===== config.mk =====
export PLATFORM = sky130hd
export DESIGN_NAME = oaht_ram
export DESIGN_NICKNAME = d
export VERILOG_FILES = /design/src/hw/rtl/oaht_ram.sv
export SDC_FILE = /design/constraint.sdc
export NUM_CORES = 1
export LEC_CHECK = 0
export BUFFER_PORTS_ARGS = -buffer_cell sky130_fd_sc_hd__buf_4
export CAP_MARGIN = 20
export CORE_MARGIN = 8
export CORE_UTILIZATION = 45
export DETAILED_ROUTE_END_ITERATION = 10
export PLACE_DENSITY = 0.72
export SETUP_SLACK_MARGIN = 0.2
export SLEW_MARGIN = 20
export SYNTH_ARGS = -nofsm -noshare
export SYNTH_HDL_FRONTEND = slang
export SYNTH_SLANG_ARGS = --single-unit

===== constraint.sdc =====
create_clock -name clk -period 2 [get_ports clk]
set_clock_uncertainty 0.15 [all_clocks]
set_input_delay 0 -clock clk [delete_from_list [all_inputs] [get_ports clk]]
set_output_delay 0 -clock clk [all_outputs]
set_load 0.02 [all_outputs]

===== src/hw/rtl/oaht_ram.sv =====
// Generic single-write, single-read synchronous RAM with registered read.
// No dependencies.
`default_nettype none
module oaht_ram #(
  parameter int WIDTH = 8,
  parameter int DEPTH = 16
) (
  input  wire                     clk,
  input  wire                     we,
  input  wire [$clog2(DEPTH)-1:0] waddr,
  input  wire [WIDTH-1:0]         wdata,
  input  wire [$clog2(DEPTH)-1:0] raddr,
  output logic [WIDTH-1:0]        rdata
);

  logic [WIDTH-1:0] mem [DEPTH];

  always_ff @(posedge clk) begin
    if (we) begin
      mem[waddr] <= wdata;
    end
    rdata <= mem[raddr];
  end

endmodule
`default_nettype wire


==> impl_metrics.tcl <==
set metrics [dict create \
    tns_ns 0 \
    die_area_mm2 0.0151 \
    clk_pin_slew_ns 0.06 \
    synth_warnings 0 \
    share_of_final_layout_standard_cells_stronger_than_drive_strength_1_pct 30.4 \
    path_class "in -> reg" \
    synth.top_cells.by_area "edfxtp_1 75%, mux4_2 7.9%, mux4_1 7.1%" \
    avgSynthCellArea_um2 22.5 \
    worst_path_max_delay_cell "dlygate4sd3_1" \
    ctsResizeCount 0 \
    design.final.nets 314 \
    synthesis.nets 247 \
    setup_repair_bufs_after_cts 0 \
    worstPathArrival_ns 1.69 \
    synthFlopType "edfxtp_1" \
    period_share_pct 86.9 \
    p_int_mw 5.19 \
    dr.pass1.iters 4 \
    via_count_of_the_routed_design 2495 \
    critPathLaunchType "primary input" \
    power.share.sequential_pct 48.9 \
    cts.sinks 136 \
    routedWlPerCell_um 23.2 \
    global_route_wire_length_before_repair_um 16000 \
    final_period_minus_worst_setup_slack_ns 1.74 \
    setup_viol_count_final 0 \
    grt_start_max_net_pins 33 \
    power.switching_mw 1.36 \
    async_flop_share_pct 0 \
    reg2reg_setup_slack_ns 0.51 \
    worst_skew_pair.late_latency_ns 0.41 \
    layout.filler_cells 822 \
    remaining_drc_errors 0 \
    post_synth_instance_area_mm2 0.00515 \
    wirelength_um 10500 \
    io_buffer_count 25 \
    dp.final_hpwl_um 6400 \
    cellPowerDensity_mw_per_mm2 1040 \
    worstPathCellList "dlygate4sd3_1 > buf_4 > or3b_2 > nor2_1 > buf_4" \
    timing.hold.worst.class "in -> reg" \
    max_cap_viol_count 0 \
    crit_path_max_incr_delay_ns 0.53 \
    fp.dieW_um 123 \
    cts-root-to-sink-buffers 2 \
    grt_antenna_before_repair 0 \
    yosys_register_bits 136 \
    synth-edff-count 128 \
    maxClockFrequency_mhz 575 \
    post-route-cell-area_mm2 0.00630 \
    root_buffer "clkbuf_16" \
    timing.critical_path.mode_cell "buf_4" \
    drtIter0Drc 220 \
    crit_fanout 6 \
    start_util_pct 45.7 \
    post-synth-top-count-cell "edfxtp_1" \
    floorplan.rows 39 \
    first_global_vias 2684 \
    h-tree-depth 4 \
    vdd_ir_drop_max_mv 0.658 \
    globalplace.congestion 0.741 \
    cp_data_required_time_ns 1.95 \
    fp.coreArea_mm2 0.0113 \
    synth_cell_type_count 19 \
    unrepaired_setup_endpoints_after_global_routing "no" \
    synthCells 229 \
    design.portCount 26 \
    gr-usage-all-layers_pct 14.9 \
    clock_tree_from_tritoncts "built" \
    timing.slew.headroom_pct 70.9 \
    final_core_utilization_pct 55.9 \
    worstMarginPinSlew_ns 0.436 \
    result_of_the_run "complete, no violations" \
    postPlaceCellArea_mm2 0.00559 \
    seq_area_frac_synth_pct 77.8 \
    drv_slew 0 \
    cts_inserted_buffers 17 \
    timing.critical_path.to_type "flip-flop" \
    layout-area-overhead-vs-synth_pct 22.4 \
    p_clk_share_pct 45.7 \
    p_leak_nw 2.16 \
    antennaDiodeCount 0 \
    route.antenna.remaining_nets 0 \
    detail_route.vias_per_cell 5.52 \
    yosys.area.top_type "edfxtp_1" \
    fp.dieH_um 123 \
    hold_viol_final 0 \
    grt-ovfl-total 0 \
    post_synth_most_frequent_cells "128 x edfxtp_1, 18 x mux4_2, 16 x a22oi_1, 14 x mux4_1, 13 x nor2_1" \
    synth_top_cell_area_share_pct 74.7 \
    power.combinational.fraction_pct 5.4 \
    switching_fraction_of_total_power_pct 20.8 \
]
metal layers:
metal / track usage (%) / part of all wire [%]
met1: 18.5 / 40
met2: 24.8 / 51
met3: 4.34 / 8.5
met4: 4.42 / 0.39
met5: 0 / 0
cells in the final DEF (no fill, tap or decap):
cell type	n
and2b_1	1
dlygate4sd3_1	13
buf_4	44
clkinvlp_4	1
mux4_2	18
edfxtp_1	128
nand2_1	9
nor3_1	4
buf_12	1
nand3_1	1
a22oi_1	16
dfxtp_1	8
nand2b_1	2
inv_6	2
mux4_1	14
clkbuf_16	17
clkinv_4	6
nor2b_1	1
or3b_2	1
nor2_1	13
nand3b_1	2
bufinv_16	2
clkinv_2	2
clkinv_1	1
and2_1	1
clkbuf_1	1
layout make-up:
| cell class | instances | area (um2) | area share [%] |
|---|---|---|---|
| flip-flops and latches | 136 | 4000 | 63.5 |
| clock buffers | 18 | 429 | 6.81 |
| multi-input cells | 83 | 1060 | 16.8 |
| clock inverters | 14 | 151 | 2.40 |
| well taps | 143 | 179 | 2.84 |
| repair buffers | 58 | 480 | 7.63 |
cells by family after synthesis:
kind of cell           Yosys count  synth area share, %
and+or+nand+nor                 35                 3.18
AOI/OAI and AO/OA               16                 2.33
muxes                           32                 15.0
buffers and inverters           10                 1.68
DFF                            136                 77.8
registers in the layout, summed over array words and instances, names as in the netlist:
signal / count
mem: 128
rdata: 8
critical path, delay by kind of cell:
family | cells | cell delay [ns]
buffers and inverters | 3 | 0.91
AND/OR/NAND/NOR | 2 | 0.77
final timing paths:
check                                          from                  end  cells past startpoint
worst max-delay path                       waddr[2]  mem[1][1]$_DFFE_PP_                      5
worst min-delay path                       raddr[3]     rdata[4]$_DFF_P_                      5
worst max register to register  mem[1][2]$_DFFE_PP_     rdata[2]$_DFF_P_                      3
worst min register to register  mem[6][1]$_DFFE_PP_     rdata[1]$_DFF_P_                      3
what timing repair did:
item,in CTS,in global routing
endpoints found under the setup margin,0,0
endpoints found under the hold margin,166,0
hold buffers,13,0
stage by stage:
stage	instances	setup slack, ns	hold WS, ns	power [mW]
after floorplan	229	0.357	-0.0511	3.44
after global placement	407	0.301	0.157	3.59
after detailed placement	407	0.294	0.162	3.60
after CTS	452	0.256	0.0141	6.61
after global routing	452	0.212	0.0794	6.74
final	452	0.262	0.0384	6.56
power by group through the flow:
stage	Sequential [mW]	Clock (mW)	Combinational (mW)
after floorplan	3.28	0	0.162
after global placement	3.26	0	0.330
after detailed placement	3.27	0	0.336
after CTS	3.21	3.04	0.358
after global routing	3.21	3.15	0.381
final	3.21	3.00	0.354
Note: power is estimated with default switching activity, not from simulation.
