`src/hw/rtl/oaht_pkg.sv`:
```
// Package for the open-addressing hash table: word layouts, field widths,
// status and command codes. No dependencies.
`default_nettype none
package oaht_pkg;

  localparam int TABLE_SIZE_W = 11;
  localparam int COURSE_W     = 16;
  localparam int YEAR_W       = 12;
  localparam int PROF_W       = 32;
  localparam int HANDLE_W     = 16;
  localparam int STATUS_W     = 2;
  localparam int SLOT_W       = 10;
  localparam int PROBE_W      = 11;

  localparam logic [TABLE_SIZE_W-1:0] TABLE_SIZE_RESET = 11'd1024;

  localparam logic CMD_INSERT = 1'b0;
  localparam logic CMD_SEARCH = 1'b1;

  localparam logic [STATUS_W-1:0] ST_INSERTED  = 2'd0;
  localparam logic [STATUS_W-1:0] ST_FOUND     = 2'd1;
  localparam logic [STATUS_W-1:0] ST_NOT_FOUND = 2'd2;
  localparam logic [STATUS_W-1:0] ST_FULL      = 2'd3;

  typedef struct packed {
    logic                command;
    logic [COURSE_W-1:0] course_number;
    logic [YEAR_W-1:0]   course_year;
    logic [PROF_W-1:0]   prof_code;
    logic [HANDLE_W-1:0] record_handle;
  } oaht_in_t;

  typedef struct packed {
    logic [STATUS_W-1:0] status;
    logic [SLOT_W-1:0]   slot_index;
    logic [PROBE_W-1:0]  probe_count;
    logic                collided;
    logic [HANDLE_W-1:0] found_handle;
  } oaht_out_t;

  typedef struct packed {
    logic                valid;
    logic [YEAR_W-1:0]   course_year;
    logic [COURSE_W-1:0] course_number;
    logic [PROF_W-1:0]   prof_code;
    logic [HANDLE_W-1:0] record_handle;
  } oaht_entry_t;

  localparam int ENTRY_W = $bits(oaht_entry_t);

  typedef struct packed {
    logic init;
    logic step;
  } oaht_probe_ctl_t;

endpackage
`default_nettype wire

```
`src/hw/rtl/oaht_probe.sv`:
```
// Probe position generator: cumulative quadratic steps kept modulo the size.
// Depends on oaht_pkg for the control word type.
`default_nettype none
module oaht_probe
  import oaht_pkg::*;
#(
  parameter int SW = 11
) (
  input  wire             clk,
  input  oaht_probe_ctl_t ctl,
  input  wire [SW-1:0]    home,
  input  wire [SW-1:0]    size,
  output logic [SW-1:0]   pos
);

  // kk holds k*k mod size, d holds (2k+1) mod size for the current k.
  logic [SW-1:0] pos_r, pos_nxt;
  logic [SW-1:0] kk_r, kk_nxt;
  logic [SW-1:0] d_r, d_nxt;
  logic [SW:0]   sum_pos, sum_kk, sum_d;
  logic [SW-1:0] one_mod, three_mod;

  always_comb begin
    one_mod   = (size == SW'(1)) ? '0 : SW'(1);
    three_mod = SW'(3);
    if (size == SW'(1) || size == SW'(3)) begin
      three_mod = '0;
    end else if (size == SW'(2)) begin
      three_mod = SW'(1);
    end

    sum_pos = {1'b0, pos_r} + {1'b0, kk_r};
    if (sum_pos >= {1'b0, size}) begin
      sum_pos = sum_pos - {1'b0, size};
    end
    sum_kk = {1'b0, kk_r} + {1'b0, d_r};
    if (sum_kk >= {1'b0, size}) begin
      sum_kk = sum_kk - {1'b0, size};
    end
    sum_d = {1'b0, d_r} + (SW + 1)'(2);
    if (sum_d >= {1'b0, size}) begin
      sum_d = sum_d - {1'b0, size};
    end
    if (sum_d >= {1'b0, size}) begin
      sum_d = sum_d - {1'b0, size};
    end

    pos_nxt = pos_r;
    kk_nxt  = kk_r;
    d_nxt   = d_r;
    if (ctl.init) begin
      pos_nxt = home;
      kk_nxt  = one_mod;
      d_nxt   = three_mod;
    end else if (ctl.step) begin
      pos_nxt = sum_pos[SW-1:0];
      kk_nxt  = sum_kk[SW-1:0];
      d_nxt   = sum_d[SW-1:0];
    end
  end

  always_ff @(posedge clk) begin
    pos_r <= pos_nxt;
    kk_r  <= kk_nxt;
    d_r   <= d_nxt;
  end

  assign pos = pos_r;

endmodule
`default_nettype wire

```
`config.mk`:
```
export PLATFORM = sky130hd
export DESIGN_NAME = oaht_probe
export DESIGN_NICKNAME = d
export VERILOG_FILES = /design/src/hw/rtl/oaht_pkg.sv /design/src/hw/rtl/oaht_probe.sv
export SDC_FILE = /design/constraint.sdc
export NUM_CORES = 1
export LEC_CHECK = 0
export BUFFER_PORTS_ARGS = -buffer_cell sky130_fd_sc_hd__buf_2
export CORE_ASPECT_RATIO = 1.75
export CORE_UTILIZATION = 50
export CTS_CLUSTER_SIZE = 20
export DETAILED_ROUTE_END_ITERATION = 10
export PLACE_DENSITY = 0.79
export SYNTH_ARGS = -nofsm -noshare
export SYNTH_HDL_FRONTEND = slang
export SYNTH_SLANG_ARGS = --single-unit
```
`constraint.sdc`:
```
create_clock -name clk -period 7.4 [get_ports clk]
set_clock_uncertainty 0.15 [all_clocks]
set_input_delay 0.74 -clock clk [delete_from_list [all_inputs] [get_ports clk]]
set_output_delay 0.74 -clock clk [all_outputs]
set_load 0.02 [all_outputs]
```
==> results.py, run 1 <==
metrics = {
    "setup_path": {
        "end_kind": "register",
        "crit_fanout": 12,
        "rr_worst_depth": 21,
        "r2r_slack_ps": 1670,
        "critPathArrivalTime_ps": 5610,
        "r2r-start": "d_r[1]$_DFFE_PP_",
        "cp.required_ps": 7290,
        "rr_endpoint": "d_r[0]$_DFFE_PP_",
        "worst-setup-path-type": "reg2reg",
        "cp-start-kind": "register",
    },
    "clock_network": {
        "cts-resized-gates": 0,
        "cts_tree": "done",
        "clk_pin_slew_ps": 60,
        "cts_buffers": 5,
        "ctsLongestPathBuffers": 2,
        "h-tree-depth": 2,
        "clock_latency_ps": 290,
        "cts_hold_buf": 0,
        "clock_sink_count": 33,
        "root_buffer": "clkbuf_16",
        "cts_setup_buffers": 0,
    },
    "drt": {
        "avgRoutedWirePerCell_um": 19.2,
        "wirelength_mm": 14.2,
        "initialDrtViolationCount": 331,
        "antenna_left": 0,
        "vias_per_cell": 6.51,
        "drcViolationCount": 0,
        "vias": 4822,
        "dr.pass1.iters": 6,
    },
    "outcome": {
        "status": "completed",
    },
    "min_path": {
        "hold_path_class": "in2reg",
        "worstHoldPathCells": 3,
        "worstHoldEndpoint": "pos[1]$_DFFE_PP_",
        "min-delay-start": "home[1]",
    },
    "grt": {
        "grt_usage_pct": 28.6,
        "grt_pass1_wl_mm": 23.3,
        "antenna_found_initial": 0,
        "grt_max_degree": 43,
        "grt_pass1_vias": 5000,
        "grt_overflow_total": 0,
    },
    "yosys": {
        "postSynthCellCount": 584,
        "synth_top_family_by_area": "compound AO/OA/AOI/OAI gates",
        "yosys_register_bits": 33,
        "synthAdderAreaFrac_pct": 19.2,
        "synth_xor_area_share_pct": 7.55,
        "synth_fp_nets": 682,
        "syn_area_um2": 4990,
        "syn_area_per_cell_um2": 8.54,
        "synth.yosys.seq_area_share_pct": 19.9,
        "synth_mux_area_share_pct": 4.46,
        "synth-edff-count": 33,
        "synth-simple-area-share_pct": 19.1,
        "synth_warnings": 0,
        "synth-compound-area-share_pct": 25.9,
        "synth_ff_type": "edfxtp_1",
        "async_reset_ff_share_pct": 0,
        "synth.distinct_cells": 70,
    },
    "die": {
        "die_area_um2": 10400,
        "placementRows": 47,
        "die_h_um": 134,
        "core_area_um2": 9590,
        "initial_core_util_pct": 52.0,
        "die_w_um": 77.5,
        "pin_count": 36,
    },
    "final_layout": {
        "area_growth_pct": 8.48,
        "fin_util_pct": 56.5,
        "nets": 716,
        "num_antenna_cells": 0,
        "drive_gt1_share_pct": 12.1,
    },
    "placement": {
        "port_buffers": 35,
        "gp_congestion": 1.01,
        "place_ws_ps": 1680,
        "dp_hpwl_mm": 11.4,
    },
    "sta": {
        "min_period_over_period_pct": 77.4,
        "hold_viol": 0,
        "setup_tns_ps": 0,
        "final_max_slew_viol_count": 0,
        "max_freq_mhz": 175,
        "worst_pin_slew_ps": 874,
        "setup_viol": 0,
        "period_minus_slack_ps": 5730,
        "rsz0062_at_grt": "false",
        "max-slew-margin-rel_pct": 41.7,
        "timing.final.ws_setup_ps": 1670,
    },
    "flow_run": {
        "max_cap_viol_count": 0,
    },
}
-- worst max-delay path by stage --
| stage | from | endpoint | slack, ps |
|---|---|---|---|
| global placement | d_r[1]$_DFFE_PP_ | d_r[0]$_DFFE_PP_ | 1810 |
| detailed placement | d_r[1]$_DFFE_PP_ | d_r[0]$_DFFE_PP_ | 1680 |
| CTS | d_r[1]$_DFFE_PP_ | d_r[0]$_DFFE_PP_ | 1670 |
| finish | d_r[1]$_DFFE_PP_ | d_r[0]$_DFFE_PP_ | 1670 |
| global route | d_r[1]$_DFFE_PP_ | d_r[0]$_DFFE_PP_ | 1180 |
| floorplan | d_r[1]$_DFFE_PP_ | d_r[10]$_SDFFCE_PP0P_ | 2180 |
-- area by class of cell --
class	count	area [um2]
fill	844	4170
multi-input combinational	506	3800
sequential	33	991
timing repair buffer	37	190
tap	122	153
inverter	35	131
clock buffer	5	125
clock inverter	3	17.5
-- registers in the layout, summed over array words and instances, names as in the netlist --
signal and count:
kk_r 11, pos 11, d_r 11
-- cell families (layout without fill, tap and decap cells) --
group                    after synthesis  in the layout
flip-flops                            33             33
AND/OR/NAND/NOR                      181            181
buffers and inverters                 45             80
AO/OA/AOI/OAI                        188            188
XOR/XNOR                              43             43
adder cells (fa/ha/maj)               73             73
multiplexers                          21             21
-- Yosys cell counts, types with 7 or more instances --
master	n	area share [%]
nand4_1	8	1.0
o21ai_0	36	3.6
nor3_1	23	2.3
o21a_1	13	2.0
a21oi_1	47	4.7
o21bai_1	7	1.1
nand2b_1	8	1.0
xnor2_1	29	5.1
nor2_1	41	3.1
inv_1	35	2.6
mux2_2	7	1.6
edfxtp_1	33	20
mux2i_1	13	2.6
nand3_1	30	3.0
a21o_1	9	1.4
xor2_1	14	2.5
ha_1	67	17
nand2_1	21	1.6
and3_1	13	1.6
o211ai_1	9	1.4
or2_2	7	0.88
-- routing by layer --
layer / global-route usage [%] / wire [um] / vias up
met5: 0 / 0 / -
met4: 23.3 / 1070 / 0
li1: - / - / 2317
met3: 3.95 / 625 / 63
met2: 54.0 / 7440 / 179
met1: 26.7 / 5100 / 2263
-- layout by cell type, fill, tap and decap left out, types with 5 or more instances in the layout --
cell / instances
nor3_1: 23
nor4_1: 5
or2_2: 7
a2111oi_0: 5
o21bai_1: 7
mux2_2: 7
o21ai_0: 36
ha_1: 67
edfxtp_1: 33
a21oi_1: 47
o311ai_0: 6
a21o_1: 9
nand3_1: 30
nand2b_1: 8
nand4_1: 8
a211oi_1: 6
or3_1: 6
and3_1: 13
fa_1: 6
xnor2_1: 29
clkbuf_16: 5
o31ai_1: 5
buf_2: 35
nor2_1: 41
o211ai_1: 9
xor2_1: 14
mux2i_1: 13
nor2b_1: 6
nand2_1: 21
o21a_1: 13
inv_1: 35
-- metrics by stage --
stage | cell area (um2) | hold WS, ps | instances
2_1_floorplan | 4990 | 605 | 584
3_3_place_gp | 5270 | 659 | 733
3_5_place_dp | 5270 | 683 | 733
4_1_cts | 5410 | 589 | 741
5_1_grt | 5410 | 613 | 741
6_report | 5410 | 592 | 741
-- worst max-delay path, cell delays in order, from the launching register on --
cell	delay (ps)
edfxtp_1	580
ha_1	340
and3_1	210
nand2_1	80
xor2_1	190
inv_1	70
ha_1	390
and4_1	250
a31o_2	230
nor2_1	260
nand3_2	290
o21ai_0	250
ha_1	200
inv_1	50
fa_1	400
a21o_1	190
a21oi_1	300
a21oi_1	140
o32ai_1	290
buf_4	230
a21oi_1	80
o31a_1	300
Power of run 1 is not shown: default switching activity piles up to over one toggle a cycle in this logic, so the estimate is an artifact.
==> run 2: changes to the inputs <==
clock period = 5.7 ns   (was 7.4 ns; I/O delays follow)
==> results.py, run 2 (same netlist as run 1, synthesis figures left out) <==
metrics = {
    "outcome": {
        "status": "completed",
    },
    "drt": {
        "initialDrtViolationCount": 230,
        "dr.pass1.iters": 5,
        "vias": 4882,
        "wirelength_mm": 14.2,
        "avgRoutedWirePerCell_um": 19.2,
        "antenna_left": 0,
        "vias_per_cell": 6.58,
        "drcViolationCount": 0,
    },
    "sta": {
        "hold_viol": 0,
        "min_period_over_period_pct": 95.3,
        "max_freq_mhz": 184,
        "setup_viol": 0,
        "period_minus_slack_ps": 5430,
        "max-slew-margin-rel_pct": 42.5,
        "worst_pin_slew_ps": 862,
        "setup_tns_ps": 0,
        "rsz0062_at_grt": "false",
        "final_max_slew_viol_count": 0,
    },
    "min_path": {
        "hold_path_class": "in2reg",
        "min-delay-start": "home[2]",
        "worstHoldPathCells": 3,
        "worstHoldEndpoint": "pos[2]$_DFFE_PP_",
    },
    "setup_path": {
        "path_depth": 20,
        "rr_worst_depth": 20,
        "end_kind": "register",
        "worst-setup-path-type": "reg2reg",
        "critPathArrivalTime_ps": 5330,
        "worstPathCellList": "ha_1 -> and3_1 -> nand2_1 -> xor2_1 -> inv_1 -> ha_1 -> and4_1 -> a31o_2 -> nor2_1 -> buf_4 -> and3_1 -> o31ai_1 -> ha_1 -> a21oi_1 -> o21ai_0 -> o21bai_1 -> and4b_1 -> a311oi_1 -> a21oi_2 -> a22o_1",
        "crit_fanout": 9,
        "crit_top_cell": "ha_1",
        "critPathMaxStageDelay_ps": 540,
        "crit_family": "compound AO/OA/AOI/OAI gates",
        "cp_slowest_cell": "o31ai_1",
        "cp.required_ps": 5590,
        "rr_endpoint": "d_r[10]$_SDFFCE_PP0P_",
        "r2r-start": "d_r[2]$_SDFFCE_PP0P_",
        "r2r_slack_ps": 270,
        "cp-start-kind": "register",
        "crit_buf_inv": 2,
    },
    "clock_network": {
        "clk_pin_slew_ps": 60,
        "clock_sink_count": 33,
        "cts_buffers": 5,
        "clock_latency_ps": 290,
        "h-tree-depth": 2,
        "cts_tree": "done",
        "cts_hold_buf": 0,
        "ctsLongestPathBuffers": 2,
        "root_buffer": "clkbuf_16",
    },
    "final_layout": {
        "area_growth_pct": 9.36,
        "nFillCells": 865,
        "num_antenna_cells": 0,
        "final_cell_mix": "ha_1, a21oi_1, nor2_1, o21ai_0",
        "layout_commonest_cell": "ha_1",
        "drive_gt1_share_pct": 12.4,
        "nets": 718,
    },
    "grt": {
        "grt_max_degree": 43,
        "grt_pass1_vias": 4955,
        "grt_pass1_wl_mm": 22.7,
        "grt_usage_pct": 27.9,
        "antenna_found_initial": 0,
        "grt_overflow_total": 0,
    },
    "die": {
        "placementRows": 47,
        "die_w_um": 77.5,
        "pin_count": 36,
        "die_area_um2": 10400,
        "core_area_um2": 9590,
        "die_h_um": 134,
        "initial_core_util_pct": 52.0,
    },
    "placement": {
        "dp_hpwl_mm": 11.4,
        "port_buffers": 35,
        "gp_congestion": 0.991,
    },
    "flow_run": {
        "max_cap_viol_count": 0,
    },
}
run 2: cell types whose count changed in the layout (fill, tap and decap cells not counted):
cell	delta
clkinv_2	-1
buf_4	+2
a21oi_1	-1
nand3_4	+1
bufinv_16	+1
clkinvlp_4	-1
nand3_2	-1
a21oi_2	+1
run 2: routing by layer:
layer  wire, um  track usage [%]
met1       5130             26.1
met3        609             3.27
met4        837             19.1
met5          0                0
met2       7640             54.8
run 2: through the flow:
| step | hold slack (ps) | worst slack [ps] | util [%] | cells | area [um2] |
|---|---|---|---|---|---|
| after floorplan | 605 | 482 | - | 584 | 4990 |
| after global placement | 651 | 453 | 55.1 | 735 | 5280 |
| after detailed placement | 679 | 200 | 55.1 | 735 | 5280 |
| after CTS | 409 | 178 | 56.8 | 742 | 5440 |
| after global routing | 427 | 5.71 | 56.9 | 742 | 5460 |
| final | 411 | 267 | 56.9 | 742 | 5460 |
run 2: layout make-up:
type,count,area (um2),share of cell area [%]
Sequential cell,33,991,18.2
Inverter,35,131,2.41
Timing Repair Buffer,39,205,3.76
Multi-Input combinational cell,506,3810,69.9
Clock buffer,5,125,2.29
Clock inverter,2,35.0,0.642
Tap cell,122,153,2.80
run 2: worst max-delay path by stage:
stage	start	endpoint	slack [ps]
after detailed placement	d_r[2]$_SDFFCE_PP0P_	d_r[0]$_DFFE_PP_	200
after global placement	d_r[2]$_SDFFCE_PP0P_	d_r[0]$_DFFE_PP_	450
after global routing	d_r[2]$_SDFFCE_PP0P_	d_r[0]$_DFFE_PP_	6
after CTS	d_r[2]$_SDFFCE_PP0P_	d_r[0]$_DFFE_PP_	180
final	d_r[2]$_SDFFCE_PP0P_	d_r[10]$_SDFFCE_PP0P_	270
after floorplan	d_r[1]$_DFFE_PP_	d_r[10]$_SDFFCE_PP0P_	480
run 2: tightest hold or removal path, stage by stage:
cell and delay [ps]:
buf_2 70, nand2_1 40, o21ai_0 60
run 2: timing repair:
action / CTS / global route
endpoints found under the hold margin: 0 / 0
resized for setup: 0 / 2
setup buffers: 0 / 0
endpoints found under the setup margin: 0 / 11
Power of run 2 is left out for the same reason.
