File: src/hw/rtl/oaht_pkg.sv
// Package for the open-addressing hash table: word layouts, field widths,
// status and command codes. No dependencies.
`default_nettype none
package oaht_pkg;

  localparam int TABLE_SIZE_W = 11;
  localparam int COURSE_W     = 16;
  localparam int YEAR_W       = 12;
  localparam int PROF_W       = 32;
  localparam int HANDLE_W     = 16;
  localparam int STATUS_W     = 2;
  localparam int SLOT_W       = 10;
  localparam int PROBE_W      = 11;

  localparam logic [TABLE_SIZE_W-1:0] TABLE_SIZE_RESET = 11'd1024;

  localparam logic CMD_INSERT = 1'b0;
  localparam logic CMD_SEARCH = 1'b1;

  localparam logic [STATUS_W-1:0] ST_INSERTED  = 2'd0;
  localparam logic [STATUS_W-1:0] ST_FOUND     = 2'd1;
  localparam logic [STATUS_W-1:0] ST_NOT_FOUND = 2'd2;
  localparam logic [STATUS_W-1:0] ST_FULL      = 2'd3;

  typedef struct packed {
    logic                command;
    logic [COURSE_W-1:0] course_number;
    logic [YEAR_W-1:0]   course_year;
    logic [PROF_W-1:0]   prof_code;
    logic [HANDLE_W-1:0] record_handle;
  } oaht_in_t;

  typedef struct packed {
    logic [STATUS_W-1:0] status;
    logic [SLOT_W-1:0]   slot_index;
    logic [PROBE_W-1:0]  probe_count;
    logic                collided;
    logic [HANDLE_W-1:0] found_handle;
  } oaht_out_t;

  typedef struct packed {
    logic                valid;
    logic [YEAR_W-1:0]   course_year;
    logic [COURSE_W-1:0] course_number;
    logic [PROF_W-1:0]   prof_code;
    logic [HANDLE_W-1:0] record_handle;
  } oaht_entry_t;

  localparam int ENTRY_W = $bits(oaht_entry_t);

  typedef struct packed {
    logic init;
    logic step;
  } oaht_probe_ctl_t;

endpackage
`default_nettype wire

File: src/hw/rtl/oaht_mod.sv
// Iterative remainder unit: key mod table size, one quotient bit per cycle.
// Depends on oaht_pkg for the key width.
`default_nettype none
module oaht_mod
  import oaht_pkg::*;
#(
  parameter int SW = 11
) (
  input  wire                clk,
  input  wire                rst_n,
  input  wire                start,
  input  wire [COURSE_W-1:0] dividend,
  input  wire [SW-1:0]       divisor,
  output logic               done,
  output logic [SW-1:0]      remainder
);

  localparam int CNT_W = $clog2(COURSE_W);

  logic                running_r, running_nxt;
  logic                done_r, done_nxt;
  logic [CNT_W-1:0]    cnt_r, cnt_nxt;
  logic [COURSE_W-1:0] dvd_r, dvd_nxt;
  logic [SW-1:0]       div_r, div_nxt;
  logic [SW-1:0]       rem_r, rem_nxt;
  logic [SW:0]         trial;

  always_comb begin
    running_nxt = running_r;
    done_nxt    = 1'b0;
    cnt_nxt     = cnt_r;
    dvd_nxt     = dvd_r;
    div_nxt     = div_r;
    rem_nxt     = rem_r;
    trial       = {rem_r, dvd_r[COURSE_W-1]};
    if (start) begin
      running_nxt = 1'b1;
      cnt_nxt     = CNT_W'(COURSE_W - 1);
      dvd_nxt     = dividend;
      div_nxt     = divisor;
      rem_nxt     = '0;
    end else if (running_r) begin
      if (trial >= {1'b0, div_r}) begin
        trial = trial - {1'b0, div_r};
      end
      rem_nxt = trial[SW-1:0];
      dvd_nxt = dvd_r << 1;
      cnt_nxt = cnt_r - 1'b1;
      if (cnt_r == '0) begin
        running_nxt = 1'b0;
        done_nxt    = 1'b1;
      end
    end
  end

  always_ff @(posedge clk) begin
    if (!rst_n) begin
      running_r <= 1'b0;
      done_r    <= 1'b0;
    end else begin
      running_r <= running_nxt;
      done_r    <= done_nxt;
    end
    cnt_r <= cnt_nxt;
    dvd_r <= dvd_nxt;
    div_r <= div_nxt;
    rem_r <= rem_nxt;
  end

  assign done      = done_r;
  assign remainder = rem_r;

endmodule
`default_nettype wire

File: config.mk
export PLATFORM = sky130hd
export DESIGN_NAME = oaht_mod
export DESIGN_NICKNAME = d
export VERILOG_FILES = /design/src/hw/rtl/oaht_pkg.sv /design/src/hw/rtl/oaht_mod.sv
export SDC_FILE = /design/constraint.sdc
export NUM_CORES = 1
export LEC_CHECK = 0
export ABC_AREA = 1
export BUFFER_PORTS_ARGS = -buffer_cell sky130_fd_sc_hd__buf_2
export CAP_MARGIN = 5
export CORE_AREA = 10 10 62 114
export CTS_CLUSTER_SIZE = 12
export DETAILED_ROUTE_END_ITERATION = 12
export DIE_AREA = 0 0 72 124
export GPL_TIMING_DRIVEN = 0
export PLACE_DENSITY_LB_ADDON = 0.2
export SLEW_MARGIN = 20
export SYNTH_ARGS = -nofsm -noshare
export SYNTH_HDL_FRONTEND = slang
export SYNTH_SLANG_ARGS = --single-unit
File: constraint.sdc
create_clock -name clk -period 1.77 [get_ports clk]
set_input_delay 0.354 -clock clk [delete_from_list [all_inputs] [get_ports clk]]
set_output_delay 0.354 -clock clk [all_outputs]
set_load 0.05 [all_outputs]
==> implementation parameters, run 1 <==
Parameter                              Value

Global route
  Antenna violations before repair ... 0
  Via count of the first global-routing pass ... 2383
  Total global-route track usage ... 0.1500
  Overflow left after global routing ... 0
  Global-route wire length before repair ... around 11000 µm
  Largest net degree at the start of global routing ... 16

STA
  Worst slew margin ... 0.6387
  Max Fclk ... roughly 550 MHz
  Final worst path period need ... 1.816 ns
  Worst Clk Skew ... 0.009220 ns
  Setup violations, final ... 10
  Fin. Hold Viols ... 0
  Slew at the pin closest to its max-slew limit ... approximately 0.54 ns
  Post-layout worst setup margin ... -0.04634 ns
  Setup repair after global routing missed its margin ... yes
  Final period utilization ... 1.026
  Max-slew violation count ... 0
  Worst hold slack ... about 0.21 ns
  Summed negative setup slack over all endpoints ... -0.2972 ns

Placement
  Post-placement worst setup slack ... -0.3029 ns
  Dpl cells ... 425
  Placed inst area ... 2804 µm²
  HPWL after detailed placement ... between 4000 and 5000 µm
  IO Port Bufs ... between 40 and 50
  Final weighted congestion of routability-driven global placement ... approximately 0.85

Synthesis
  Flip-flop and latch count after synthesis ... 44
  Post-Synthesis Net Count ... 369
  Most frequently used flop master after synthesis ... sky130_fd_sc_hd__edfxtp_1
  Async set-reset flop share out of synthesis ... 0
  Number of distinct library cells after synthesis ... 28
  Sequential share of the synthesized area ... 0.4584
  Area share of the largest cell type after synthesis ... 0.3229
  Number of warnings printed during yosys synthesis ... 0
  Syn Std Cell Area ... between 2000 and 3000 µm²
  Avg Inst Size Synth ... 7.703 µm²
  EDFF count, synth ... 27
  Cell types occupying the most area after synthesis ... sky130_fd_sc_hd__edfxtp_1, sky130_fd_sc_hd__nand2_1, sky130_fd_sc_hd__dfxtp_1
  Cell count after synthesis ... approximately 330
  Largest area contributor in the netlist ... sky130_fd_sc_hd__edfxtp_1

Layout
  Fraction of final layout cells with drive strength greater than 1 ... 0.2737
  Area occupied by multi-input gates ... 1172 µm²
  Layout filler cell count ... between 400 and 500
  Final design instance area without fill ... between 3000 and 4000 µm²
  Post-layout nets ... roughly 420
  Diodes inserted ... 0
  Final core area utilization ... 0.6033
  Leading cell type in the layout, fill and taps excluded ... sky130_fd_sc_hd__nand2_1
  Number of standard cells in the final layout excluding fillers ... between 400 and 500
  Seq. cell area ... roughly 1200 µm²
  Signed area change from the synthesized netlist to the final layout ... 24.56%
  Highest-count cells in the layout ignoring fill and taps ... sky130_fd_sc_hd__nand2_1, sky130_fd_sc_hd__inv_1, sky130_fd_sc_hd__buf_2

Worst setup path
  Most Frequent Cell on Critical Path ... sky130_fd_sc_hd__nand3_2
  Stages on worst setup path ... 12
  Number of buffer and inverter stages on the critical path ... 3
  Critical path's largest stage delay ... 0.36 ns
  Classification of the worst setup path ... flip-flop to flip-flop
  Highest-delay cell along the critical path ... sky130_fd_sc_hd__fa_2
  Cell type group with the largest total delay on the critical path ... adder cells
  Reg-to-reg critical path startpoint ... dvd_r[15]$_DFFE_PP_
  R2r setup slk ... -0.05 ns
  CP Max Fanout ... 5
  Crit path capture type ... flip-flop
  Required time reported for the critical path endpoint ... a little under 2 ns
  Worst path arrival time ... approximately 2.0 ns
  End point of the critical path ... remainder[5]$_SDFFE_PP0P_
  Kind of start point of the critical path ... flip-flop
  Critical path cell sequence ... inv_1 > ha_4 > fa_2 > inv_2 > nand3_2 > nand3_2 > nand2_4 > nand3_4 > buf_6 > nand3_2 > nand3_1 > nand2_1
  Reg2Reg Capture Point ... remainder[5]$_SDFFE_PP0P_
  Worst setup path start ... dvd_r[15]$_DFFE_PP_
  Count of cells along the worst register-to-register path ... 12

Clocking
  Sink Count ... 44
  H-tree levels ... 2
  Clock Path Buffers ... 2
  Total CTS buffers ... 5
  Worst-path clk slew ... roughly 0.090 ns
  Number of hold-repair buffers added at the cts stage ... 0
  Master cell of the clock root buffer ... sky130_fd_sc_hd__clkbuf_8
  Clock latency at the later pin of the worst-skew pair ... around 0.31 ns
  CTS tree ... done

Pwr
  Maximum vdd ir drop ... between 0.8 and 0.9 mV
  Static power due to leakage ... 1.678 nW
  Power Total ... between 2 and 3 mW
  Ratio of total power to cell area ... 817.6 nW/µm²

Status
  Violated checks ... negative setup slack
  Outcome ... finished with violations

Floorplanning
  Core area ... 5185 µm²
  Ports ... between 40 and 50
  Height of the die ... between 100 and 150 µm
  Total number of placement rows ... 37
  DIE WIDTH ... approximately 72 µm
  Starting density of the core ... 0.4843
  Die ar. ... between 8000 and 9000 µm²

Detailed routing
  Number of DRC violations after detailed routing ... 0
  Number of nets still failing antenna checks after routing ... 0
  Total number of vias ... between 2000 and 2500
  Mean number of vias per cell ... ~5.1
  1st-iter DRT viols ... 86
  Number of optimization iterations in the first detailed-route pass ... 4
  Wire length reported by the detailed router ... roughly 6300 µm
  Post-detailed-route wirelength per cell ... around 14 µm

Job
  Max-capacitance violation count ... 0

Min path
  Worst min-delay path class ... primary input to flip-flop
## repair_timing
item / 4_1_cts / 5_1_grt
cloned: 2 / 1
resized for setup: 19 / 13
endpoints found under the setup margin: 28 / 12
pin swaps: 7 / 3
hold endpoints to repair: 0 / 0
buffers inserted: 2 / 0
## layout make-up
| class | instances | share of cell area |
|---|---|---|
| Clock inverter | 2 | 0.01920 |
| Tap cell | 58 | 0.02320 |
| Sequential cell | 44 | 0.3728 |
| Timing Repair inverter | 1 | 0.002400 |
| Multi-Input combinational cell | 213 | 0.3748 |
| Buffer | 8 | 0.02120 |
| Inverter | 61 | 0.07440 |
| Timing Repair Buffer | 45 | 0.08200 |
| Clock buffer | 6 | 0.03000 |
## registers in the layout, summed over array words and instances (netlist names)
name       flops
cnt_r          4
div_r         11
done           1
dvd_r         16
remainder     11
running_r      1
## worst min path at each step
stage,start,endpoint,depth (start not counted)
global placement,remainder[5]$_SDFFE_PP0P_,remainder[5]$_SDFFE_PP0P_,2
CTS,divisor[10],div_r[10]$_DFFE_PP_,1
global route,divisor[5],div_r[5]$_DFFE_PP_,1
finish,divisor[3],div_r[3]$_DFFE_PP_,1
detailed placement,remainder[5]$_SDFFE_PP0P_,remainder[5]$_SDFFE_PP0P_,2
floorplan,cnt_r[3]$_SDFFE_PP1P_,cnt_r[3]$_SDFFE_PP1P_,1
## cells in the mapped netlist (2+ instances only)
master and n:
sky130_fd_sc_hd__a21oi_1 5, sky130_fd_sc_hd__buf_2 2, sky130_fd_sc_hd__buf_4 2, sky130_fd_sc_hd__buf_6 2
sky130_fd_sc_hd__dfxtp_1 17, sky130_fd_sc_hd__edfxtp_1 27, sky130_fd_sc_hd__ha_1 12, sky130_fd_sc_hd__inv_1 59
sky130_fd_sc_hd__inv_2 2, sky130_fd_sc_hd__nand2_1 120, sky130_fd_sc_hd__nand2_2 4, sky130_fd_sc_hd__nand3_1 27
sky130_fd_sc_hd__nand3_2 4, sky130_fd_sc_hd__nand4_1 12, sky130_fd_sc_hd__nor2_1 12, sky130_fd_sc_hd__o21ai_0 3
sky130_fd_sc_hd__o21ai_1 4, sky130_fd_sc_hd__xnor2_1 2
## power breakdown
| part | leakage [nW] | total (mW) | internal [mW] | switching [mW] |
|---|---|---|---|---|
| Clock | 0.0765 | 1.01 | 0.649 | 0.366 |
| Combinational | 1.19 | 0.352 | 0.131 | 0.222 |
| Sequential | 0.415 | 1.19 | 1.16 | 0.0255 |
## logic make-up (layout without fill, tap and decap cells)
family | after synthesis | after routing | share of synthesized area
xor gates and xnor gates | 3 | 3 | 0.01047
buffers and inverters | 69 | 123 | 0.1131
AOI/OAI and AO/OA | 15 | 15 | 0.03338
and+or+nand+nor | 182 | 182 | 0.3169
DFF | 44 | 44 | 0.4584
adders and majority gates | 13 | 13 | 0.06776
## layer usage
metal / up-vias / GRT usage / routed length (µm)
met5: - / 0 / 0
met4: 0 / 0.1010 / 383
met3: 30 / 0.03583 / 240
met2: 57 / 0.2899 / 3543
met1: 1028 / 0.1297 / 2128
li1: 1137 / - / -
No activity file was read; power rests on OpenSTA's default activity.
==> run 2, diff against run 1 <==
--- a/config.mk
+++ b/config.mk
@@ -6,12 +6,12 @@
 export NUM_CORES = 1
 export LEC_CHECK = 0
 export ABC_AREA = 1
-export BUFFER_PORTS_ARGS = -buffer_cell sky130_fd_sc_hd__buf_2
 export CAP_MARGIN = 5
 export CORE_AREA = 10 10 62 114
 export CTS_CLUSTER_SIZE = 12
 export DETAILED_ROUTE_END_ITERATION = 12
 export DIE_AREA = 0 0 72 124
+export DONT_BUFFER_PORTS = 1
 export GPL_TIMING_DRIVEN = 0
 export PLACE_DENSITY_LB_ADDON = 0.2
 export SLEW_MARGIN = 20
==> run 2 against run 1 <==
Compared with the run above: the flow still finishes with violations (negative setup slack); clock-buffer cell count grew 1; cell count fell by 8.9%; via count down 7.2%; critical endpoint is now remainder[10]$_SDFFE_PP0P_; largest cell class unchanged.
==> implementation parameters, run 2 (synthesis gave the netlist of run 1 again) <==
Parameter                              Value

Status
  Outcome ... finished with violations (unchanged)
  Violated checks ... negative setup slack (unchanged)

Min path
  Min-Delay Startpoint ... divisor[10] (was divisor[3])
  Worst min-delay path class ... primary input to flip-flop (unchanged)

Clocking
  Worst-path clk slew ... 0.08 ns (was 0.09 ns)
  Sink Count ... 44 (unchanged)
  CTS tree ... done (unchanged)
  Clock latency at the later pin of the worst-skew pair ... 0.31 ns (about the same)
  Number of hold-repair buffers added at the cts stage ... 0 (unchanged)
  Total CTS buffers ... 5 (unchanged)
  Clock Path Buffers ... 2 (unchanged)
  H-tree levels ... 2 (unchanged)
  Master cell of the clock root buffer ... sky130_fd_sc_hd__clkbuf_8 (unchanged)

STA
  Slew at the pin closest to its max-slew limit ... 0.5776 ns (was 0.5413 ns)
  Summed negative setup slack over all endpoints ... -0.4239 ns (was -0.2972 ns)
  Post-layout worst setup margin ... -0.06451 ns (was -0.04634 ns)
  Final worst path period need ... 1.835 ns (was 1.816 ns)
  Setup violations, final ... 11 (was 10)
  Worst Clk Skew ... 0.005035 ns (was 0.009220 ns)
  Max-slew violation count ... 0 (unchanged)
  Final period utilization ... 1.036 (was 1.026)
  Fin. Hold Viols ... 0 (unchanged)
  Worst hold slack ... 0.1363 ns (was 0.2113 ns)
  Worst slew margin ... 0.6144 (was 0.6387)
  Setup repair after global routing missed its margin ... yes (unchanged)
  Max Fclk ... 545.1 MHz (was 550.6 MHz)

Detailed routing
  Number of DRC violations after detailed routing ... 0 (unchanged)
  Total number of vias ... 2089 (was 2252)
  Mean number of vias per cell ... 5.236 (was 5.142)
  Number of optimization iterations in the first detailed-route pass ... 4 (unchanged)
  1st-iter DRT viols ... 67 (was 86)
  Post-detailed-route wirelength per cell ... 16.22 µm (was 14.37 µm)
  Number of nets still failing antenna checks after routing ... 0 (unchanged)
  Wire length reported by the detailed router ... 6470 µm (was 6295 µm)

Layout
  Post-layout nets ... 383 (was 422)
  Diodes inserted ... 0 (unchanged)
  Highest-count cells in the layout ignoring fill and taps ... sky130_fd_sc_hd__nand2_1, sky130_fd_sc_hd__inv_1, sky130_fd_sc_hd__edfxtp_1 (was sky130_fd_sc_hd__nand2_1, sky130_fd_sc_hd__inv_1, sky130_fd_sc_hd__buf_2)
  Final core area utilization ... 0.5919 (was 0.6033)
  Signed area change from the synthesized netlist to the final layout ... 22.22% (was 24.56%)
  Number of flip-flops under the largest register name ... 16 (unchanged)
  Largest register by flop count ... dvd_r (unchanged)
  Final design instance area without fill ... 3069 µm² (was 3128 µm²)
  Fraction of final layout cells with drive strength greater than 1 ... 0.2346 (was 0.2737)
  Leading cell type in the layout, fill and taps excluded ... sky130_fd_sc_hd__nand2_1 (unchanged)

Pwr
  Maximum vdd ir drop ... 0.7611 mV (was 0.8746 mV)
  Static power due to leakage ... 1.464 nW (was 1.678 nW)
  Ratio of total power to cell area ... 713.7 nW/µm² (was 817.6 nW/µm²)

Worst setup path
  Worst setup path start ... remainder[0]$_SDFFE_PP0P_ (was dvd_r[15]$_DFFE_PP_)
  Required time reported for the critical path endpoint ... 1.98 ns (about the same)
  Classification of the worst setup path ... flip-flop to flip-flop (unchanged)
  Kind of start point of the critical path ... flip-flop (unchanged)
  Crit path capture type ... flip-flop (unchanged)
  Reg-to-reg critical path startpoint ... remainder[0]$_SDFFE_PP0P_ (was dvd_r[15]$_DFFE_PP_)
  Worst path arrival time ... 2.05 ns (was 2.03 ns)
  CP Max Fanout ... 3 (was 5)

Floorplanning
  Core area ... 5185 µm² (unchanged)
  Starting density of the core ... 0.4843 (unchanged)
  Height of the die ... 124 µm (unchanged)
  Ports ... 42 (unchanged)
  Total number of placement rows ... 37 (unchanged)
  DIE WIDTH ... 72 µm (unchanged)
  Die ar. ... 8928 µm² (unchanged)

Placement
  Post-placement worst setup slack ... -0.2267 ns (was -0.3029 ns)
  Final weighted congestion of routability-driven global placement ... 0.8518 (was 0.8516)
  Placed inst area ... 2599 µm² (was 2804 µm²)
  IO Port Bufs ... 0 (was 41)
  HPWL after detailed placement ... 4673 µm (was 4702 µm)

Global route
  Largest net degree at the start of global routing ... 16 (unchanged)
  Antenna violations before repair ... 0 (unchanged)
  Total global-route track usage ... 0.1530 (was 0.1500)
  Global-route wire length before repair ... 10610 µm (unchanged)
  Overflow left after global routing ... 0 (unchanged)
  Via count of the first global-routing pass ... 2314 (was 2383)

Job
  Max-capacitance violation count ... 0 (unchanged)
-- run 2: what timing repair did --
item                       CTS  global route
setup buffers                4             0
gates cloned                 2             1
pin swaps                    5             5
setup endpoints to repair   28            12
gates resized for setup     40            25
-- run 2: layout make-up --
type,count,area (µm²)
clock buffer,7,86.33
timing repair buffer,6,66.31
tap,58,72.57
sequential,44,1189
fill,463,2116
timing repair inverter,1,7.507
buffer,8,70.07
inverter,61,235.2
clock inverter,1,3.754
multi-input combinational,213,1339
-- run 2: worst paths after layout --
kind | endpoint | slack [ns] | cells after the start
setup / recovery | remainder[10]$_SDFFE_PP0P_ | -0.06 | 10
hold / removal | div_r[10]$_DFFE_PP_ | 0.14 | 0
setup reg to reg | remainder[10]$_SDFFE_PP0P_ | -0.06 | 10
hold reg to reg | cnt_r[3]$_SDFFE_PP1P_ | 0.48 | 1
-- run 2: layer usage --
metal  share of wire  vias to the layer above  global-route usage
met5               0                        -                   0
met4           0.051                        0              0.1119
met3           0.050                       23             0.04220
met2            0.57                       52              0.2960
met1            0.33                      959              0.1253
li1                -                     1055                   -
-- run 2: critical path: stages, from the launching register on --
cell                      delay [ns]
sky130_fd_sc_hd__dfxtp_4        0.49
sky130_fd_sc_hd__inv_4          0.06
sky130_fd_sc_hd__fa_2           0.40
sky130_fd_sc_hd__inv_2          0.09
sky130_fd_sc_hd__buf_4          0.11
sky130_fd_sc_hd__buf_4          0.09
sky130_fd_sc_hd__nand3_1        0.13
sky130_fd_sc_hd__nand4_1        0.17
sky130_fd_sc_hd__nand3_2        0.09
sky130_fd_sc_hd__nand2_2        0.07
sky130_fd_sc_hd__nand2_2        0.04
-- run 2: where the power goes --
group          total, mW  leakage [nW]  switching [mW]  internal (mW)
sequential          1.19         0.418          0.0420           1.15
clock              0.654        0.0459           0.341          0.313
combinational      0.342          1.00           0.209          0.133
total               2.19          1.46           0.592           1.60
-- run 2: per-stage QoR --
stage	std cells	total power, mW
3_3_place_gp	384	1.481
5_1_grt	399	2.316
2_1_floorplan	326	1.424
6_report	399	2.190
3_5_place_dp	384	1.489
4_1_cts	398	2.172
==> run 3, diff against run 2 <==
--- a/config.mk
+++ b/config.mk
@@ -5,15 +5,15 @@
 export SDC_FILE = /design/constraint.sdc
 export NUM_CORES = 1
 export LEC_CHECK = 0
-export ABC_AREA = 1
 export CAP_MARGIN = 5
-export CORE_AREA = 10 10 62 114
+export CORE_AREA = 10 10 60 111
 export CTS_CLUSTER_SIZE = 12
 export DETAILED_ROUTE_END_ITERATION = 12
-export DIE_AREA = 0 0 72 124
+export DIE_AREA = 0 0 70 121
 export DONT_BUFFER_PORTS = 1
 export GPL_TIMING_DRIVEN = 0
-export PLACE_DENSITY_LB_ADDON = 0.2
+export PLACE_DENSITY = 0.66
+export SETUP_SLACK_MARGIN = 0.15
 export SLEW_MARGIN = 20
 export SYNTH_ARGS = -nofsm -noshare
 export SYNTH_HDL_FRONTEND = slang
==> run 3 against run 2 <==
Compared with the run above: the run still ends with negative setup slack left; non-clock buffer count up 1; setup slack worse by 0.46 ns; largest cell class unchanged; clock skew up 0.00068 ns; combinational power up 85%; critical endpoint is now remainder[4]$_SDFFE_PP0P_.
==> implementation parameters, run 3 <==
Parameter                              Value

Pwr
  Clock share of power ... 0.238 (was 0.299)
  Relative contribution of sequential cells to total power ... 0.518 (was 0.545)
  Ratio of total power to cell area ... 953.0 nW/µm² (was 713.7 nW/µm²)
  Maximum vdd ir drop ... 0.6638 mV (was 0.7611 mV)
  Switching Power ... 846.6 µW (was 591.9 µW)
  Static power due to leakage ... 1.020 nW (was 1.464 nW)
  Int Power ... 1.746 mW (was 1.599 mW)
  Share of total power in combinational logic ... 0.244 (was 0.156)
  Power Total ... 2.592 mW (was 2.190 mW)
  Proportion of total power due to net switching ... 0.3266 (was 0.2702)

Layout
  Final design instance area without fill ... 2720 µm² (was 3069 µm²)
  Signed area change from the synthesized netlist to the final layout ... 13.82% (was 22.22%)
  Diodes inserted ... 0 (unchanged)
  Number of flip-flops under the largest register name ... 16 (unchanged)
  Post-layout nets ... 280 (was 383)
  Highest-count cells in the layout ignoring fill and taps ... sky130_fd_sc_hd__edfxtp_1, sky130_fd_sc_hd__inv_1, sky130_fd_sc_hd__nor2_1 (was sky130_fd_sc_hd__nand2_1, sky130_fd_sc_hd__inv_1, sky130_fd_sc_hd__edfxtp_1)
  Number of standard cells in the final layout excluding fillers ... 295 (was 399)
  Fraction of final layout cells with drive strength greater than 1 ... 0.2773 (was 0.2346)
  Largest register by flop count ... dvd_r (unchanged)
  Leading cell type in the layout, fill and taps excluded ... sky130_fd_sc_hd__edfxtp_1 (was sky130_fd_sc_hd__nand2_1)

Synthesis
  Number of distinct library cells after synthesis ... 50 (was 28)
  Cell count after synthesis ... 225 (was 326)
  Cell types occupying the most area after synthesis ... sky130_fd_sc_hd__edfxtp_1, sky130_fd_sc_hd__dfxtp_1, sky130_fd_sc_hd__mux2_2 (was sky130_fd_sc_hd__edfxtp_1, sky130_fd_sc_hd__nand2_1, sky130_fd_sc_hd__dfxtp_1)
  Number of warnings printed during yosys synthesis ... 0 (unchanged)
  Largest area contributor in the netlist ... sky130_fd_sc_hd__edfxtp_1 (unchanged)
  Sequential share of the synthesized area ... 0.4817 (was 0.4584)
  Syn Std Cell Area ... 2390 µm² (was 2511 µm²)
  Area share of the largest cell type after synthesis ... 0.3393 (was 0.3229)
  Most frequently used flop master after synthesis ... sky130_fd_sc_hd__edfxtp_1 (unchanged)
  Post-Synthesis Net Count ... 268 (was 369)
  Flip-flop and latch count after synthesis ... 44 (unchanged)
  EDFF count, synth ... 27 (unchanged)
  Most common cell in the netlist ... sky130_fd_sc_hd__edfxtp_1 (was sky130_fd_sc_hd__nand2_1)
  Leading post-synthesis cells by instance count ... sky130_fd_sc_hd__edfxtp_1, sky130_fd_sc_hd__inv_1, sky130_fd_sc_hd__nor2_1 (was sky130_fd_sc_hd__nand2_1, sky130_fd_sc_hd__inv_1, sky130_fd_sc_hd__edfxtp_1, sky130_fd_sc_hd__nand3_1, sky130_fd_sc_hd__dfxtp_1)
  Avg Inst Size Synth ... 10.62 µm² (was 7.703 µm²)
  Async set-reset flop share out of synthesis ... 0 (unchanged)

Detailed routing
  Number of optimization iterations in the first detailed-route pass ... 4 (unchanged)
  Number of nets still failing antenna checks after routing ... 0 (unchanged)
  Mean number of vias per cell ... 5.969 (was 5.236)
  Total number of vias ... 1761 (was 2089)
  Number of DRC violations after detailed routing ... 0 (unchanged)
  Post-detailed-route wirelength per cell ... 18.73 µm (was 16.22 µm)
  1st-iter DRT viols ... 69 (was 67)
  Wire length reported by the detailed router ... 5525 µm (was 6470 µm)

STA
  Summed negative setup slack over all endpoints ... -5.257 ns (was -0.4239 ns)
  Worst slew margin ... 0.5696 (was 0.6144)
  Final period utilization ... 1.296 (was 1.036)
  Worst Clk Skew ... 0.005714 ns (was 0.005035 ns)
  Final worst path period need ... 2.294 ns (was 1.835 ns)
  Slew at the pin closest to its max-slew limit ... 0.6447 ns (was 0.5776 ns)
  Setup violations, final ... 11 (unchanged)
  Max Fclk ... 435.9 MHz (was 545.1 MHz)
  Post-layout worst setup margin ... -0.5239 ns (was -0.06451 ns)
  Setup repair after global routing missed its margin ... yes (unchanged)
  Fin. Hold Viols ... 0 (unchanged)
  Max-slew violation count ... 0 (unchanged)

Worst setup path
  Kind of start point of the critical path ... flip-flop (unchanged)
  Crit path capture type ... flip-flop (unchanged)
  Required time reported for the critical path endpoint ... 1.98 ns (about the same)
  Classification of the worst setup path ... flip-flop to flip-flop (unchanged)
  Worst path arrival time ... 2.50 ns (was 2.05 ns)
  CP Max Fanout ... 6 (was 3)

Global route
  Antenna violations before repair ... 0 (unchanged)
  Largest net degree at the start of global routing ... 17 (was 16)
  Via count of the first global-routing pass ... 1876 (was 2314)
  Total global-route track usage ... 0.1321 (was 0.1530)
  Global-route wire length before repair ... 9045 µm (was 10610 µm)
  Overflow left after global routing ... 0 (unchanged)

Placement
  Post-placement worst setup slack ... -0.6241 ns (was -0.2267 ns)
  HPWL after detailed placement ... 4175 µm (was 4673 µm)
  IO Port Bufs ... 0 (unchanged)
  Placed inst area ... 2509 µm² (was 2599 µm²)
  Dpl cells ... 282 (was 384)
  Final weighted congestion of routability-driven global placement ... 0.8737 (was 0.8518)

Floorplanning
  DIE WIDTH ... 70 µm (was 72 µm)
  Die ar. ... 8470 µm² (was 8928 µm²)
  Total number of placement rows ... 36 (was 37)
  Core area ... 4865 µm² (was 5185 µm²)
  Starting density of the core ... 0.4913 (was 0.4843)
  Height of the die ... 121 µm (was 124 µm)
  Ports ... 42 (unchanged)

Clocking
  Clock Path Buffers ... 2 (unchanged)
  Master cell of the clock root buffer ... sky130_fd_sc_hd__clkbuf_8 (unchanged)
  Number of hold-repair buffers added at the cts stage ... 0 (unchanged)
  CTS tree ... done (unchanged)
  H-tree levels ... 2 (unchanged)
  Total CTS buffers ... 5 (unchanged)
  Worst-path clk slew ... 0.08 ns (about the same)
  Sink Count ... 44 (unchanged)
  Clock latency at the later pin of the worst-skew pair ... 0.30 ns (was 0.31 ns)

Job
  Max-capacitance violation count ... 0 (unchanged)

Status
  Violated checks ... negative setup slack (unchanged)
  Outcome ... finished with violations (unchanged)

Min path
  Worst min-delay path class ... primary input to flip-flop (unchanged)
-- run 3: stage by stage --
| step | util | hold WS [ns] |
|---|---|---|
| 5_1_grt | 0.5592 | 0.1279 |
| 3_3_place_gp | 0.5157 | 0.4530 |
| 4_1_cts | 0.5442 | 0.1356 |
| 6_report | 0.5592 | 0.1449 |
| 3_5_place_dp | 0.5157 | 0.4529 |
| 2_1_floorplan | - | 0.4529 |
-- run 3: cell families after synthesis --
group,count (synthesis),share of synthesized area
adders and majority gates,13,0.07120
and+or+nand+nor,59,0.1246
buffers and inverters,31,0.05183
muxes,16,0.07487
xor gates and xnor gates,8,0.02932
AOI/OAI and AO/OA,54,0.1665
DFF,44,0.4817
-- run 3: cell type report --
type                       count  area (µm²)
clock buffer                   6       72.57
sequential                    44        1176
buffer                        10       53.80
tap                           57       71.32
timing repair buffer           5       37.54
inverter                      21       78.83
multi-input combinational    150        1219
fill                         453        2145
clock inverter                 2       11.26
-- run 3: timing repair --
| action | in CTS | in global routing |
|---|---|---|
| pin swaps | 11 | 7 |
| endpoints found under the setup margin | 28 | 27 |
| setup buffers | 2 | 2 |
| cloned | 0 | 1 |
| gates resized for setup | 16 | 11 |
-- run 3: final timing paths --
kind	start	endpoint	slack, ns	depth (start not counted)
setup / recovery	dvd_r[15]$_DFFE_PP_	remainder[4]$_SDFFE_PP0P_	-0.52	9
hold / removal	divisor[3]	div_r[3]$_DFFE_PP_	0.14	0
setup reg to reg	dvd_r[15]$_DFFE_PP_	remainder[4]$_SDFFE_PP0P_	-0.52	9
hold reg to reg	cnt_r[0]$_SDFFE_PP1P_	cnt_r[0]$_SDFFE_PP1P_	0.53	2
-- run 3: critical path, stage by stage, from the launching register on --
cell	delay, ns
sky130_fd_sc_hd__edfxtp_1	0.37
sky130_fd_sc_hd__inv_1	0.05
sky130_fd_sc_hd__ha_2	0.18
sky130_fd_sc_hd__fa_2	0.35
sky130_fd_sc_hd__nand2b_4	0.16
sky130_fd_sc_hd__a21oi_4	0.15
sky130_fd_sc_hd__o211a_4	0.19
sky130_fd_sc_hd__o2111ai_4	0.19
sky130_fd_sc_hd__a211o_1	0.30
sky130_fd_sc_hd__a311oi_1	0.25
-- run 3: per-layer routing --
metal  global-route usage  wire length [µm]
met2               0.2454              3069
met4              0.07444               194
met5                    0                 0
met3              0.04668               323
met1               0.1192              1938
-- run 3: power by group through the flow --
stage | combinational (mW) | sequential (mW) | clock (mW)
finish | 0.633 | 1.34 | 0.617
CTS | 0.598 | 1.34 | 0.633
floorplan | 0.450 | 1.34 | 0
global placement | 0.551 | 1.36 | 0
detailed placement | 0.558 | 1.36 | 0
global route | 0.707 | 1.36 | 0.672
